[src/hdl/autorange_period_frequency_meter_unit_assert.svh]
// Assertion helpers shared by the meter RTL. Clock aclk, reset aresetn.
`ifndef AUTORANGE_PERIOD_FREQUENCY_METER_UNIT_ASSERT_SVH
`define AUTORANGE_PERIOD_FREQUENCY_METER_UNIT_ASSERT_SVH

// Same-cycle implication.
`define APFM_ASSERT_IMPL(label, ante, cons, msg) \
    label: assert property (@(posedge aclk) disable iff (!aresetn) (ante) |-> (cons)) \
        else $error(msg);

// Next-cycle implication.
`define APFM_ASSERT_NEXT(label, ante, cons, msg) \
    label: assert property (@(posedge aclk) disable iff (!aresetn) (ante) |=> (cons)) \
        else $error(msg);

`endif

[src/hdl/apfm_pkg.sv]
package apfm_pkg;

    localparam int TICK_W     = 20;
    localparam int THR_W      = 20;
    localparam int AVG_W      = 4;
    localparam int EDGE_W     = 5;
    localparam int FREQ_W     = 24;
    localparam int NUM_W      = TICK_W + EDGE_W;
    localparam int CFG_ADDR_W = 2;
    localparam int CFG_DATA_W = 20;
    localparam int FLAG_W     = 3;

    localparam int TIMER_WIDTH_DEF = 16;
    localparam int MAX_AVERAGE_DEF = 8;
    localparam int QUEUE_DEPTH     = 2;

    localparam logic [FREQ_W-1:0] FREQ_MAX = 24'd16000000;

    localparam logic [CFG_ADDR_W-1:0] CFG_TICK_RATE = 2'd0;
    localparam logic [CFG_ADDR_W-1:0] CFG_THRESHOLD = 2'd1;
    localparam logic [CFG_ADDR_W-1:0] CFG_AVG_COUNT = 2'd2;
    localparam logic [CFG_ADDR_W-1:0] CFG_EDGES     = 2'd3;

    localparam logic [TICK_W-1:0] TICK_RATE_RST = 20'd500000;
    localparam logic [THR_W-1:0]  THRESHOLD_RST = 20'd1000;
    localparam logic [AVG_W-1:0]  AVG_COUNT_RST = 4'd5;
    localparam logic [EDGE_W-1:0] EDGES_RST     = 5'd16;

    typedef struct packed {
        logic [TICK_W-1:0] tick_rate_hz;
        logic [THR_W-1:0]  switch_threshold_hz;
        logic [AVG_W-1:0]  average_count;
        logic [EDGE_W-1:0] high_range_edges;
    } cfg_t;

    typedef struct packed {
        logic busy;
        logic done;
    } div_stat_t;

endpackage

[src/hdl/apfm_front.sv]
module apfm_front #(
    parameter int TIMER_WIDTH = apfm_pkg::TIMER_WIDTH_DEF
) (
    input  logic                   aclk,
    input  logic                   aresetn,
    input  logic                   s_tvalid,
    output logic                   s_tready,
    input  logic [TIMER_WIDTH-1:0] capture_value,
    output logic                   q_push,
    output logic [TIMER_WIDTH-1:0] q_data,
    input  logic                   q_ready
);

    logic                   phase_reg;
    logic                   phase_next;
    logic [TIMER_WIDTH-1:0] first_reg;
    logic [TIMER_WIDTH-1:0] first_next;
    logic                   accept;

    // first capture of a pair never needs queue space
    assign s_tready = !phase_reg || q_ready;
    assign accept   = s_tvalid && s_tready;
    assign q_push   = accept && phase_reg;
    assign q_data   = capture_value - first_reg;   // wraps at timer width

    always_comb begin
        phase_next = phase_reg;
        first_next = first_reg;
        if (accept) begin
            phase_next = !phase_reg;
            if (!phase_reg) begin
                first_next = capture_value;
            end
        end
    end

    always_ff @(posedge aclk) begin
        if (!aresetn) begin
            phase_reg <= 1'b0;
        end else begin
            phase_reg <= phase_next;
        end
        first_reg <= first_next;
    end

endmodule

[src/hdl/apfm_queue.sv]
module apfm_queue #(
    parameter int WIDTH = apfm_pkg::TIMER_WIDTH_DEF
) (
    input  logic             aclk,
    input  logic             aresetn,
    input  logic             push,
    input  logic [WIDTH-1:0] din,
    output logic             ready,
    input  logic             pop,
    output logic             valid,
    output logic [WIDTH-1:0] dout
);

    localparam int DEPTH = apfm_pkg::QUEUE_DEPTH;
    localparam int PTR_W = (DEPTH > 1) ? $clog2(DEPTH) : 1;
    localparam int CNT_W = $clog2(DEPTH + 1);
    localparam logic [PTR_W-1:0] LAST = PTR_W'(DEPTH - 1);

    logic [WIDTH-1:0] mem_reg [DEPTH];
    logic [PTR_W-1:0] wr_ptr_reg;
    logic [PTR_W-1:0] wr_ptr_next;
    logic [PTR_W-1:0] rd_ptr_reg;
    logic [PTR_W-1:0] rd_ptr_next;
    logic [CNT_W-1:0] count_reg;
    logic [CNT_W-1:0] count_next;
    logic             do_push;
    logic             do_pop;

    assign ready   = count_reg != CNT_W'(DEPTH);
    assign valid   = count_reg != '0;
    assign dout    = mem_reg[rd_ptr_reg];
    assign do_push = push && ready;
    assign do_pop  = pop && valid;

    always_comb begin
        wr_ptr_next = wr_ptr_reg;
        rd_ptr_next = rd_ptr_reg;
        count_next  = count_reg;
        if (do_push) begin
            wr_ptr_next = (wr_ptr_reg == LAST) ? '0 : wr_ptr_reg + PTR_W'(1);
        end
        if (do_pop) begin
            rd_ptr_next = (rd_ptr_reg == LAST) ? '0 : rd_ptr_reg + PTR_W'(1);
        end
        if (do_push && !do_pop) begin
            count_next = count_reg + CNT_W'(1);
        end else if (do_pop && !do_push) begin
            count_next = count_reg - CNT_W'(1);
        end
    end

    always_ff @(posedge aclk) begin
        if (!aresetn) begin
            wr_ptr_reg <= '0;
            rd_ptr_reg <= '0;
            count_reg  <= '0;
        end else begin
            wr_ptr_reg <= wr_ptr_next;
            rd_ptr_reg <= rd_ptr_next;
            count_reg  <= count_next;
        end
    end

    always_ff @(posedge aclk) begin
        if (do_push) begin
            mem_reg[wr_ptr_reg] <= din;
        end
    end

endmodule

[src/hdl/apfm_div.sv]
module apfm_div #(
    parameter int DVD_W = 25,
    parameter int DSR_W = 19
) (
    input  logic                aclk,
    input  logic                aresetn,
    input  logic                start,
    input  logic [DVD_W-1:0]    dividend,
    input  logic [DSR_W-1:0]    divisor,
    output apfm_pkg::div_stat_t stat,
    output logic [DVD_W-1:0]    quotient
);

    localparam int CNT_W = $clog2(DVD_W + 1);

    logic [DSR_W-1:0] rem_reg;
    logic [DSR_W-1:0] rem_next;
    logic [DVD_W-1:0] quo_reg;
    logic [DVD_W-1:0] quo_next;
    logic [DSR_W-1:0] den_reg;
    logic [DSR_W-1:0] den_next;
    logic [CNT_W-1:0] cnt_reg;
    logic [CNT_W-1:0] cnt_next;
    logic             busy_reg;
    logic             busy_next;
    logic             done_reg;
    logic             done_next;
    logic [DSR_W:0]   rem_sh;
    logic [DSR_W+1:0] diff;

    assign stat.busy = busy_reg;
    assign stat.done = done_reg;
    assign quotient  = quo_reg;

    // restoring division, one quotient bit per cycle, MSB first
    assign rem_sh = {rem_reg, quo_reg[DVD_W-1]};
    assign diff   = {1'b0, rem_sh} - (DSR_W + 2)'(den_reg);

    always_comb begin
        rem_next  = rem_reg;
        quo_next  = quo_reg;
        den_next  = den_reg;
        cnt_next  = cnt_reg;
        busy_next = busy_reg;
        done_next = 1'b0;
        if (start) begin
            rem_next  = '0;
            quo_next  = dividend;
            den_next  = divisor;
            cnt_next  = CNT_W'(DVD_W);
            busy_next = 1'b1;
        end else if (busy_reg) begin
            rem_next = diff[DSR_W+1] ? rem_sh[DSR_W-1:0] : diff[DSR_W-1:0];
            quo_next = {quo_reg[DVD_W-2:0], ~diff[DSR_W+1]};
            cnt_next = cnt_reg - CNT_W'(1);
            if (cnt_reg == CNT_W'(1)) begin
                busy_next = 1'b0;
                done_next = 1'b1;
            end
        end
    end

    always_ff @(posedge aclk) begin
        if (!aresetn) begin
            busy_reg <= 1'b0;
            done_reg <= 1'b0;
            cnt_reg  <= '0;
        end else begin
            busy_reg <= busy_next;
            done_reg <= done_next;
            cnt_reg  <= cnt_next;
        end
        rem_reg <= rem_next;
        quo_reg <= quo_next;
        den_reg <= den_next;
    end

endmodule

[src/hdl/apfm_back.sv]
module apfm_back #(
    parameter int TIMER_WIDTH = apfm_pkg::TIMER_WIDTH_DEF,
    parameter int MAX_AVERAGE = apfm_pkg::MAX_AVERAGE_DEF,
    parameter int SUM_W       = TIMER_WIDTH + $clog2(MAX_AVERAGE),
    parameter int DVD_W       = (apfm_pkg::NUM_W > SUM_W) ? apfm_pkg::NUM_W : SUM_W
) (
    input  logic                               aclk,
    input  logic                               aresetn,
    input  apfm_pkg::cfg_t                     cfg,
    input  logic                               q_valid,
    input  logic [TIMER_WIDTH-1:0]             q_data,
    output logic                               q_pop,
    output logic                               div_start,
    output logic [DVD_W-1:0]                   div_dividend,
    output logic [SUM_W-1:0]                   div_divisor,
    input  apfm_pkg::div_stat_t                div_stat,
    input  logic [DVD_W-1:0]                   div_quo,
    output logic                               m_tvalid,
    input  logic                               m_tready,
    output logic [apfm_pkg::FREQ_W-1:0]        m_tdata,   // frequency_hz
    output logic [apfm_pkg::FLAG_W-1:0]        m_tuser    // range_high, averaged, zero_period
);

    localparam int CNT_W = $clog2(MAX_AVERAGE + 1);
    localparam int FW    = apfm_pkg::FREQ_W;
    localparam logic [4:0] MAX_AVG5 = 5'(MAX_AVERAGE);

    localparam logic [1:0] ST_IDLE  = 2'd0;
    localparam logic [1:0] ST_AVG   = 2'd1;
    localparam logic [1:0] ST_FINAL = 2'd2;
    localparam logic [1:0] ST_OUT   = 2'd3;

    logic [1:0]                 state_reg,    state_next;
    logic                       range_reg,    range_next;
    logic [CNT_W-1:0]           count_reg,    count_next;
    logic [SUM_W-1:0]           sum_reg,      sum_next;
    logic [TIMER_WIDTH-1:0]     period_reg,   period_next;
    logic [apfm_pkg::NUM_W-1:0] num_reg,      num_next;
    logic [SUM_W-1:0]           den_reg,      den_next;
    logic                       add_reg,      add_next;
    logic                       avg_reg,      avg_next;
    logic [FW-1:0]              res_freq_reg, res_freq_next;
    logic [apfm_pkg::FLAG_W-1:0] res_flag_reg, res_flag_next;
    logic                       m_tvalid_reg, m_tvalid_next;
    logic [FW-1:0]              m_tdata_reg,  m_tdata_next;
    logic [apfm_pkg::FLAG_W-1:0] m_tuser_reg, m_tuser_next;

    logic [4:0]                 cnt5;
    logic [CNT_W-1:0]           cnt_eff;
    logic [apfm_pkg::EDGE_W-1:0] edges_eff;
    logic [apfm_pkg::NUM_W-1:0] num_comb;
    logic                       zero_c;
    logic [FW-1:0]              freq_c;
    logic                       above_c;

    assign m_tvalid = m_tvalid_reg;
    assign m_tdata  = m_tdata_reg;
    assign m_tuser  = m_tuser_reg;

    // clamp averaging count to 1..MAX_AVERAGE, edge count zero means one
    always_comb begin
        if (cfg.average_count == '0) begin
            cnt5 = 5'd1;
        end else if ({1'b0, cfg.average_count} > MAX_AVG5) begin
            cnt5 = MAX_AVG5;
        end else begin
            cnt5 = {1'b0, cfg.average_count};
        end
        cnt_eff   = CNT_W'(cnt5);
        edges_eff = (cfg.high_range_edges == '0) ? apfm_pkg::EDGE_W'(1) : cfg.high_range_edges;
        num_comb  = apfm_pkg::NUM_W'(cfg.tick_rate_hz) * apfm_pkg::NUM_W'(edges_eff);
    end

    // saturate the quotient; zero divisor forces full scale
    always_comb begin
        zero_c = den_reg == '0;
        if (zero_c || div_quo > DVD_W'(apfm_pkg::FREQ_MAX)) begin
            freq_c = apfm_pkg::FREQ_MAX;
        end else begin
            freq_c = div_quo[FW-1:0];
        end
        above_c = freq_c > FW'(cfg.switch_threshold_hz);
    end

    always_comb begin
        state_next    = state_reg;
        range_next    = range_reg;
        count_next    = count_reg;
        sum_next      = sum_reg;
        period_next   = period_reg;
        num_next      = num_reg;
        den_next      = den_reg;
        add_next      = add_reg;
        avg_next      = avg_reg;
        res_freq_next = res_freq_reg;
        res_flag_next = res_flag_reg;
        m_tvalid_next = m_tvalid_reg;
        m_tdata_next  = m_tdata_reg;
        m_tuser_next  = m_tuser_reg;
        q_pop         = 1'b0;
        div_start     = 1'b0;
        div_dividend  = '0;
        div_divisor   = '0;

        if (m_tvalid_reg && m_tready) begin
            m_tvalid_next = 1'b0;
        end

        unique case (state_reg)
            ST_IDLE: begin
                if (q_valid) begin
                    q_pop       = 1'b1;
                    period_next = q_data;
                    num_next    = num_comb;
                    add_next    = 1'b0;
                    avg_next    = 1'b0;
                    div_start   = 1'b1;
                    if (!range_reg) begin
                        div_dividend = DVD_W'(cfg.tick_rate_hz);
                        div_divisor  = SUM_W'(q_data);
                        den_next     = SUM_W'(q_data);
                        state_next   = ST_FINAL;
                    end else if (count_reg < cnt_eff) begin
                        add_next     = 1'b1;
                        div_dividend = DVD_W'(num_comb);
                        div_divisor  = SUM_W'(q_data);
                        den_next     = SUM_W'(q_data);
                        state_next   = ST_FINAL;
                    end else begin
                        // averaged pass: first sum / count, then scale / average
                        avg_next     = 1'b1;
                        div_dividend = DVD_W'(sum_reg);
                        div_divisor  = SUM_W'(cnt_eff);
                        state_next   = ST_AVG;
                    end
                end
            end
            ST_AVG: begin
                if (div_stat.done) begin
                    den_next     = div_quo[SUM_W-1:0];
                    div_start    = 1'b1;
                    div_dividend = DVD_W'(num_reg);
                    div_divisor  = div_quo[SUM_W-1:0];
                    state_next   = ST_FINAL;
                end
            end
            ST_FINAL: begin
                if (div_stat.done) begin
                    if (!range_reg) begin
                        range_next = above_c;
                    end else begin
                        if (add_reg) begin
                            sum_next   = sum_reg + SUM_W'(period_reg);
                            count_next = count_reg + CNT_W'(1);
                        end else begin
                            sum_next   = '0;
                            count_next = '0;
                        end
                        if (!above_c) begin
                            range_next = 1'b0;
                            sum_next   = '0;
                            count_next = '0;
                        end
                    end
                    res_freq_next = freq_c;
                    res_flag_next = {zero_c, avg_reg, above_c};
                    state_next    = ST_OUT;
                end
            end
            ST_OUT: begin
                if (!m_tvalid_reg || m_tready) begin
                    m_tvalid_next = 1'b1;
                    m_tdata_next  = res_freq_reg;
                    m_tuser_next  = res_flag_reg;
                    state_next    = ST_IDLE;
                end
            end
            default: state_next = ST_IDLE;
        endcase
    end

    always_ff @(posedge aclk) begin
        if (!aresetn) begin
            state_reg    <= ST_IDLE;
            range_reg    <= 1'b0;
            count_reg    <= '0;
            sum_reg      <= '0;
            m_tvalid_reg <= 1'b0;
        end else begin
            state_reg    <= state_next;
            range_reg    <= range_next;
            count_reg    <= count_next;
            sum_reg      <= sum_next;
            m_tvalid_reg <= m_tvalid_next;
        end
        period_reg   <= period_next;
        num_reg      <= num_next;
        den_reg      <= den_next;
        add_reg      <= add_next;
        avg_reg      <= avg_next;
        res_freq_reg <= res_freq_next;
        res_flag_reg <= res_flag_next;
        m_tdata_reg  <= m_tdata_next;
        m_tuser_reg  <= m_tuser_next;
    end

endmodule

[src/hdl/autorange_period_frequency_meter_unit.sv]
// Autorange period/frequency meter on timer captures.
// s_ channel: one captured timer value per item. Captures pair up; the
// first of a pair is stored, the second yields the period and one result.
// m_ channel: one result item per pair, frequency in tdata, flags in tuser.
// cfg_we/cfg_addr/cfg_wdata write the four setup registers; change them only
// while no item is in flight.
// Flow: with the back end idle, the second capture's period is pushed into
// the queue and popped by the back end, which starts the divider; the
// quotient is saturated, registered and then sent out. An averaged result
// runs the divider twice. The restoring divider makes one quotient bit per
// cycle; one pair is divided at a time, the next only once the last result
// is in the output register. A two-entry period queue sits between the
// capture pairing logic and the divider, so captures keep flowing while a
// division runs or a result waits, until the queue is full.
// Output is registered: while m_tready is low the result holds and the next
// division may finish into a side register before the back end stalls.
// Reset (aresetn low, synchronous) returns to low range, clears pairing and
// the averager and loads the register defaults.
`include "autorange_period_frequency_meter_unit_assert.svh"

module autorange_period_frequency_meter_unit #(
    parameter int TIMER_WIDTH = apfm_pkg::TIMER_WIDTH_DEF,
    parameter int MAX_AVERAGE = apfm_pkg::MAX_AVERAGE_DEF
) (
    input  logic                                aclk,
    input  logic                                aresetn,
    input  logic                                s_tvalid,
    output logic                                s_tready,
    input  logic [((TIMER_WIDTH+7)/8)*8-1:0]    s_tdata,    // capture_value
    output logic                                m_tvalid,
    input  logic                                m_tready,
    output logic [apfm_pkg::FREQ_W-1:0]         m_tdata,    // frequency_hz
    output logic [apfm_pkg::FLAG_W-1:0]         m_tuser,    // range_high, averaged, zero_period
    input  logic                                cfg_we,
    input  logic [apfm_pkg::CFG_ADDR_W-1:0]     cfg_addr,
    input  logic [apfm_pkg::CFG_DATA_W-1:0]     cfg_wdata
);

    localparam int SUM_W = TIMER_WIDTH + $clog2(MAX_AVERAGE);
    localparam int DVD_W = (apfm_pkg::NUM_W > SUM_W) ? apfm_pkg::NUM_W : SUM_W;

    apfm_pkg::cfg_t      cfg_reg;
    apfm_pkg::cfg_t      cfg_next;
    logic                q_push;
    logic [TIMER_WIDTH-1:0] q_in;
    logic                q_ready;
    logic                q_pop;
    logic                q_valid;
    logic [TIMER_WIDTH-1:0] q_out;
    logic                div_start;
    logic [DVD_W-1:0]    div_dividend;
    logic [SUM_W-1:0]    div_divisor;
    apfm_pkg::div_stat_t div_stat;
    logic [DVD_W-1:0]    div_quo;

    always_comb begin
        cfg_next = cfg_reg;
        if (cfg_we) begin
            unique case (cfg_addr)
                apfm_pkg::CFG_TICK_RATE:
                    cfg_next.tick_rate_hz = cfg_wdata[apfm_pkg::TICK_W-1:0];
                apfm_pkg::CFG_THRESHOLD:
                    cfg_next.switch_threshold_hz = cfg_wdata[apfm_pkg::THR_W-1:0];
                apfm_pkg::CFG_AVG_COUNT:
                    cfg_next.average_count = cfg_wdata[apfm_pkg::AVG_W-1:0];
                apfm_pkg::CFG_EDGES:
                    cfg_next.high_range_edges = cfg_wdata[apfm_pkg::EDGE_W-1:0];
                default: ;
            endcase
        end
    end

    always_ff @(posedge aclk) begin
        if (!aresetn) begin
            cfg_reg.tick_rate_hz        <= apfm_pkg::TICK_RATE_RST;
            cfg_reg.switch_threshold_hz <= apfm_pkg::THRESHOLD_RST;
            cfg_reg.average_count       <= apfm_pkg::AVG_COUNT_RST;
            cfg_reg.high_range_edges    <= apfm_pkg::EDGES_RST;
        end else begin
            cfg_reg <= cfg_next;
        end
    end

    apfm_front #(
        .TIMER_WIDTH (TIMER_WIDTH)
    ) u_front (
        .aclk          (aclk),
        .aresetn       (aresetn),
        .s_tvalid      (s_tvalid),
        .s_tready      (s_tready),
        .capture_value (s_tdata[TIMER_WIDTH-1:0]),
        .q_push        (q_push),
        .q_data        (q_in),
        .q_ready       (q_ready)
    );

    apfm_queue #(
        .WIDTH (TIMER_WIDTH)
    ) u_queue (
        .aclk    (aclk),
        .aresetn (aresetn),
        .push    (q_push),
        .din     (q_in),
        .ready   (q_ready),
        .pop     (q_pop),
        .valid   (q_valid),
        .dout    (q_out)
    );

    apfm_div #(
        .DVD_W (DVD_W),
        .DSR_W (SUM_W)
    ) u_div (
        .aclk     (aclk),
        .aresetn  (aresetn),
        .start    (div_start),
        .dividend (div_dividend),
        .divisor  (div_divisor),
        .stat     (div_stat),
        .quotient (div_quo)
    );

    apfm_back #(
        .TIMER_WIDTH (TIMER_WIDTH),
        .MAX_AVERAGE (MAX_AVERAGE),
        .SUM_W       (SUM_W),
        .DVD_W       (DVD_W)
    ) u_back (
        .aclk         (aclk),
        .aresetn      (aresetn),
        .cfg          (cfg_reg),
        .q_valid      (q_valid),
        .q_data       (q_out),
        .q_pop        (q_pop),
        .div_start    (div_start),
        .div_dividend (div_dividend),
        .div_divisor  (div_divisor),
        .div_stat     (div_stat),
        .div_quo      (div_quo),
        .m_tvalid     (m_tvalid),
        .m_tready     (m_tready),
        .m_tdata      (m_tdata),
        .m_tuser      (m_tuser)
    );

    `APFM_ASSERT_IMPL(a_div_start_idle, div_start, !div_stat.busy, "divider restarted while busy")
    `APFM_ASSERT_NEXT(a_div_runs, div_start, div_stat.busy, "divider did not start")
    `APFM_ASSERT_IMPL(a_zero_sat, m_tvalid && m_tuser[2], m_tdata == apfm_pkg::FREQ_MAX, "zero period not saturated")
    `APFM_ASSERT_IMPL(a_freq_max, m_tvalid, m_tdata <= apfm_pkg::FREQ_MAX, "frequency above full scale")

endmodule
[config.mk]
export PLATFORM = sky130hd
export DESIGN_NAME = autorange_period_frequency_meter_unit
export DESIGN_NICKNAME = d
export VERILOG_FILES = /design/src/hdl/apfm_pkg.sv /design/src/hdl/apfm_front.sv /design/src/hdl/apfm_queue.sv /design/src/hdl/apfm_div.sv /design/src/hdl/apfm_back.sv /design/src/hdl/autorange_period_frequency_meter_unit.sv
export VERILOG_INCLUDE_DIRS = /design/src /design/src/hdl
export SDC_FILE = /design/constraint.sdc
export NUM_CORES = 1
export LEC_CHECK = 0
export ABC_CLOCK_PERIOD_IN_PS = 14100
export BUFFER_PORTS_ARGS = -buffer_cell sky130_fd_sc_hd__buf_2
export CAP_MARGIN = 20
export CORE_MARGIN = 5
export CORE_UTILIZATION = 58
export CTS_BUF_LIST = sky130_fd_sc_hd__clkbuf_4
export DETAILED_ROUTE_END_ITERATION = 6
export GPL_TIMING_DRIVEN = 0
export PLACE_DENSITY = 0.74
export SETUP_SLACK_MARGIN = 0.02
export SLEW_MARGIN = 25
export SYNTH_ARGS = -nofsm -noshare
export SYNTH_HDL_FRONTEND = slang
export SYNTH_SLANG_ARGS = --single-unit
[constraint.sdc]
create_clock -name aclk -period 14.1 [get_ports aclk]
set_clock_uncertainty 0.05 [all_clocks]
set_input_delay 1.41 -clock aclk [delete_from_list [all_inputs] [get_ports aclk]]
set_output_delay 1.41 -clock aclk [all_outputs]
set_load 0.05 [all_outputs]
* After elaboration in Yosys (flattened, before gate mapping)
Memories as Yosys holds them, arrays and structs flattened. A register that Yosys moved wholly into a read port is not among the register bits.
Index checks and enable logic that the tools add are counted.
** Cells by class
- Equality and inequality tests :: 13
- Multipliers :: 1
- Muxes and demuxes :: 58
- Shifts and indexed selects :: 0
- Bitwise gates (word level) :: 4
- Reduce and logical (&&, ||, !) cells :: 36
- $add $sub $neg :: 9
- Divide/modulo/power cells :: 0
- Magnitude comparators :: 4
** Operator list (count)
- $mux W19 :: 10
- $mux W25 :: 6
- $pmux W19 S2 :: 2
- $pmux W25 S2 :: 1
- $gt A25 B24 Y1 const B :: 1
- $mul A20 B5 Y25 :: 1
- $gt A24 B20 Y1 :: 1
- $mux W24 :: 1
- $sub A20 B19 Y21 :: 1
- $mux W1 :: 20
- $add A19 B16 Y19 :: 1
- $logic_not A19 Y1 :: 1
- $mux W16 :: 1
- $mux W2 :: 8
- $mux W4 :: 4
- $reduce_and A2 Y1 :: 8
- $sub A16 B16 Y16 :: 1
- $mux W5 :: 3
- $eq A2 B2 Y1 const B :: 4
- $ne A2 B2 Y1 const B :: 4
- $pmux W2 S4 :: 1
- $reduce_and A4 Y1 :: 2
- $reduce_bool A2 Y1 :: 4
- $logic_and A1 B1 Y1 :: 7
- other kinds (21) :: 32
** Word-level totals
- Memory bits (writable) :: 32
- Input port bits :: 43
- Memories :: 1
- Register bits :: 283
- Bits in latches :: 0
- Word-level logic and storage cells :: 156
- Output and inout port bits :: 29
- ROM bits :: 0
** Memories
- u_queue.mem_reg :: words 2, bits a word 16, rd ports 1, clocked after memory_dff 1, write ports 1, RTL line apfm_queue.sv:19 : logic [WIDTH-1:0] mem_reg [DEPTH];

* Depth between registers and ports, before layout
- Depth after elaboration :: 9
- Depth in mapped cells :: 19
- Mapped depth without buffers :: 17

* By module
From an unflattened synthesis, not the netlist that was laid out.
** Unflattened totals
- Cell total of the unflattened synthesis :: 1804
- Area total of the unflattened synthesis :: 18953.2 µm²
** By module, submodules not included
- apfm_back :: cells an instance 1014, area each 10336.2 µm², times used 1, seq. area each 4023.9 µm²
- apfm_div :: cells an instance 377, area each 3931.3 µm², times used 1, seq. area each 1841.8 µm²
- autorange_period_frequency_meter_unit :: cells an instance 203, area each 1975.6 µm², times used 1, seq. area each 980.9 µm²
- apfm_queue :: cells an instance 74, area each 1393.8 µm², times used 1, seq. area each 1061.0 µm²
- apfm_front :: cells an instance 136, area each 1316.3 µm², times used 1, seq. area each 500.5 µm²

* Worst setup path after synthesis
Ideal clock, no wire load.
- Kind :: reg2reg
- Start :: register cfg_reg[4] (netlist name)
- End :: register u_div.quo_reg[18] (netlist: u_div.quotient[18]), data pin
- Buffers on the path :: 1
- Required time :: 13789 ps
- Cell stages (with the launch flop) :: 16
- Arrival time :: 4094 ps
- Period minus slack after synthesis :: 4404 ps
- Slack :: 9696 ps
- Library setup time :: 261 ps
- Path through :: dfxtp_1 clkbuf_1 nand2_1 fa_1 fa_1 fa_1 inv_1 ha_1 nor2b_4 o31a_1 o221a_4 a211oi_4 o21bai_2 a21oi_2 xnor2_1 a221o_1
** Between the ends
- Word-level cells in the longest chain between the ends :: 8
** RTL lines
- start, declared :: RTL line autorange_period_frequency_meter_unit.sv:42 : apfm_pkg::cfg_t cfg_reg;
- start signal, assigned :: RTL line autorange_period_frequency_meter_unit.sv:80 : cfg_reg <= cfg_next;
- $logic_not A5 Y1 :: RTL line apfm_back.sv:70 : edges_eff = (cfg.high_range_edges == '0) ? apfm_pkg::EDGE_W'(1) : cfg.high_range_edges;
- $mux W5 (*) :: RTL line apfm_back.sv:70
- $mul A20 B5 Y25 (*) :: RTL line apfm_back.sv:71 : num_comb = apfm_pkg::NUM_W'(cfg.tick_rate_hz) * apfm_pkg::NUM_W'(edges_eff);
- net u_back.num_comb, one bit :: RTL line apfm_back.sv:51 : logic [apfm_pkg::NUM_W-1:0] num_comb;
- $mux W25 (*) :: RTL line apfm_back.sv:123 : end else if (count_reg < cnt_eff) begin
- $mux W25 (*) :: RTL line apfm_back.sv:118 : if (!range_reg) begin
- $mux W25 (*) :: RTL line apfm_back.sv:111 : if (q_valid) begin
- $pmux W25 S2 (*) :: RTL line apfm_back.sv:109 : unique case (state_reg)
- $mux W25 (*) :: RTL line apfm_div.sv:46 : if (start) begin
- net u_div.quo_next[18] :: RTL line apfm_div.sv:19 : logic [DVD_W-1:0] quo_next;
- end signal, assigned :: RTL line apfm_div.sv:74 : quo_reg <= quo_next;
- end, declared :: RTL line apfm_div.sv:18 : logic [DVD_W-1:0] quo_reg;
The timed path passes the listed nets; every way through them passes the cells marked *.
A chain may end at the register's enable or synchronous reset.

* Worst setup path in the final report
- Start :: register cfg_reg[3] (netlist name)
- End :: register u_div.quo_reg[23] (netlist: u_div.quotient[23]), data pin
Same word-level chain as after synthesis.

==> impl_metrics.json <==
{
  "status": "complete, but fails checks",
  "violations": "DRC",
  "crit_type": "register to register",
  "slew_violations": 0,
  "syn-num-nets": 1958,
  "cts_sinks": 316,
  "ys_ff_latch": 316,
  "max_freq_ghz": 0.195,
  "fin_nets": 2111,
  "grt-ovfl-total": 0,
  "drtIter0Drc": 1203,
  "hold_viol": 0,
  "cts_setup_buffers": 0,
  "largest_reg_flops": 49,
  "power.total_mw": 3.55,
  "initial_core_util_pct": 58.3,
  "fp.dieH_um": 187,
  "portBuffers": 70,
  "rsz0062_at_grt": "no",
  "maxSlewHeadroom_pct": 31.9,
  "multiInputGateArea_um2": 9010,
  "hpwlAfterDp_um": 34500,
  "route.detailed.drc": 9,
  "vias": 14000,
  "clock_latency_ns": 0.73,
  "syn_area_um2": 18300,
  "cts_made_buffers": 80,
  "tns_ns": 0,
  "place_congestion": 0.951,
  "io_pins": 72,
  "cts.reportedPaths.clkPinSlew_ns": 0.07,
  "start_kind": "register",
  "synth-edff-count": 208,
  "drv_cap": 0,
  "die_x_um": 187,
  "cts_tree": "yes",
  "max-clock-path-buffers": 3,
  "grt_max_degree": 52,
  "worst_slew_pin_slew_ns": 1.02,
  "synth_seq_area_share_pct": 46.0,
  "worstPathArrival_ns": 5.53,
  "area_delta_synth_final_pct": 10.8,
  "dieArea_um2": 35100,
  "crit_path_end_kind": "register",
  "drive_gt1_share_pct": 14.4,
  "vias_per_cell": 5.92,
  "p_per_area_nw_per_um2": 175,
  "power_leakage_nw": 8.46,
  "ys_warn_count": 0,
  "clockRootBuffer": "clkbuf_4",
  "critPathMaxFanout": 10,
  "wl_per_cell_um": 19.5,
  "critPathRequiredTime_ns": 14.50,
  "ys_dominant_reg_cell": "edfxtp_1",
  "holdBufCountCts": 0,
  "synth_cell_types": 85,
  "grt_pass1_wl_um": 72600,
  "period_minus_slack_ns": 5.13,
  "drt_wl_total_um": 46200,
  "syn_avg_cell_area_um2": 10.5,
  "fillerInstances": 2498,
  "setup_viol": 0,
  "grt_usage_pct": 25.9,
  "ctsResizeCount": 0,
  "antenna_found_initial": 1,
  "worst-r2r-setup-slack_ns": 8.97,
  "finalCritPeriodShare_pct": 36.4,
  "grt_pass1_vias": 14000,
  "antenna_left": 0,
  "floorplan.rows": 65,
  "drtPass1Iterations": 7,
  "core_um2": 31300,
  "peakVddDrop_mv": 0.0983,
  "regArea_um2": 8410,
  "async_flop_share_pct": 0,
  "netlist_instances": 1744,
  "hp-class": "register to register",
  "htreeDepth": 3
}
path summary, 6_finish.rpt:
| kind | startpoint | endpoint | depth (start not counted) |
|---|---|---|---|
| worst max register to register | cfg_reg[3] | u_div.quotient[23] | 16 |
| worst min register to register | u_back.res_freq_reg[19] | u_back.m_tdata[19] | 0 |
| worst max-delay path | cfg_reg[3] | u_div.quotient[23] | 16 |
| worst min-delay path | u_back.res_freq_reg[19] | u_back.m_tdata[19] | 0 |
where the power goes:
group | internal (mW) | switching (mW)
Sequential | 1.29 | 0.183
Combinational | 0.486 | 0.775
Clock | 0.447 | 0.368
through the flow:
stage | hold slack, ns | utilization (%) | setup slack (ns) | instance area, um2 | cells
2_1_floorplan | 0.350 | - | 9.70 | 18300 | 1744
3_3_place_gp | 0.351 | 61.1 | 9.14 | 19100 | 2216
3_5_place_dp | 0.355 | 61.2 | 9.10 | 19200 | 2217
4_1_cts | 0.355 | 64.6 | 9.06 | 20200 | 2363
5_1_grt | 0.359 | 64.7 | 8.74 | 20200 | 2364
6_report | 0.355 | 64.7 | 8.97 | 20200 | 2365
per-layer routing:
| metal | share of wire [%] | track usage (%) |
|---|---|---|
| met4 | 4.8 | 12.6 |
| met1 | 41 | 33.4 |
| met3 | 8.7 | 6.61 |
| met2 | 46 | 40.9 |
| met5 | 0 | 0 |
placed cells by master, fill, tap and decap left out, types with 21 or more instances in the layout:
| master | count |
|---|---|
| mux2_2 | 32 |
| nand2_1 | 198 |
| nand3_1 | 48 |
| edfxtp_1 | 208 |
| and2_1 | 102 |
| clkbuf_4 | 128 |
| a21oi_1 | 109 |
| a21o_1 | 33 |
| xor2_1 | 29 |
| ha_1 | 114 |
| fa_1 | 57 |
| inv_1 | 149 |
| nor2_1 | 75 |
| dfxtp_1 | 108 |
| xnor2_1 | 43 |
| nor3_1 | 21 |
| mux2i_1 | 27 |
| buf_2 | 73 |
| clkbuf_1 | 58 |
| o21ai_0 | 42 |
cell families after synthesis:
kind of cell               after synthesis  share of synthesized area [%]
AOI/OAI and AO/OA                      354                           13.0
xor gates and xnor gates                72                           3.45
adders and majority gates              171                           14.1
buffers and inverters                  221                           4.80
DFF                                    316                           46.0
muxes                                   63                           3.70
and+or+nand+nor                        547                           14.9
critical path, stage by stage (launching register included):
cell and delay (ns):
dfxtp_1 0.37, clkbuf_1 0.44, and2_1 0.23, fa_1 0.45, fa_1 0.55, inv_1 0.07, fa_1 0.53, inv_1 0.04
ha_1 0.33, o21ai_0 0.13, o21a_1 0.23, nor4_1 0.47, o31a_1 0.29, nor3b_2 0.08, o21ai_1 0.17, xor2_1 0.13
a221o_1 0.30
final cells by class:
class                   instances  area share (%)
clock inverters                18           0.618
inverters                     152            2.83
clock buffers                 128            4.75
multi-input cells            1207            44.5
repair buffers                 71            1.77
diodes                          2          0.0247
plain buffers                  69            1.51
well taps                     402            2.48
flip-flops and latches        316            41.5
synth_stat cells (4+ instances only):
| cell type | number | share of area (%) |
|---|---|---|
| and2_1 | 103 | 3.5 |
| xor2_1 | 29 | 1.4 |
| o31ai_1 | 7 | 0.29 |
| o21ai_0 | 42 | 1.2 |
| inv_1 | 150 | 3.1 |
| nand3b_1 | 6 | 0.25 |
| o21bai_1 | 6 | 0.25 |
| nor2b_1 | 17 | 0.58 |
| a311oi_1 | 8 | 0.38 |
| mux2i_1 | 27 | 1.5 |
| a21o_1 | 33 | 1.4 |
| a21oi_1 | 109 | 3.0 |
| nor2_1 | 75 | 1.5 |
| a22oi_1 | 6 | 0.25 |
| nor4_1 | 11 | 0.38 |
| nand2b_1 | 14 | 0.48 |
| nand4_1 | 11 | 0.38 |
| and3_1 | 15 | 0.51 |
| fa_1 | 57 | 6.2 |
| mux2_1 | 4 | 0.25 |
| xnor2_1 | 43 | 2.1 |
| clkbuf_1 | 58 | 1.2 |
| a221o_1 | 12 | 0.66 |
| a31oi_1 | 17 | 0.58 |
| or2_2 | 5 | 0.17 |
| mux2_2 | 32 | 2.0 |
| a211oi_1 | 9 | 0.37 |
| o21a_1 | 17 | 0.70 |
| o211ai_1 | 16 | 0.66 |
| nand2_1 | 198 | 4.1 |
| dfxtp_1 | 108 | 12 |
| a22o_1 | 19 | 0.91 |
| ha_1 | 114 | 7.8 |
| nor3_1 | 21 | 0.58 |
| or3_1 | 6 | 0.21 |
| o21ai_1 | 16 | 0.44 |
| nand3_1 | 48 | 1.3 |
| edfxtp_1 | 208 | 34 |
Power figures use the tool's default switching activity.
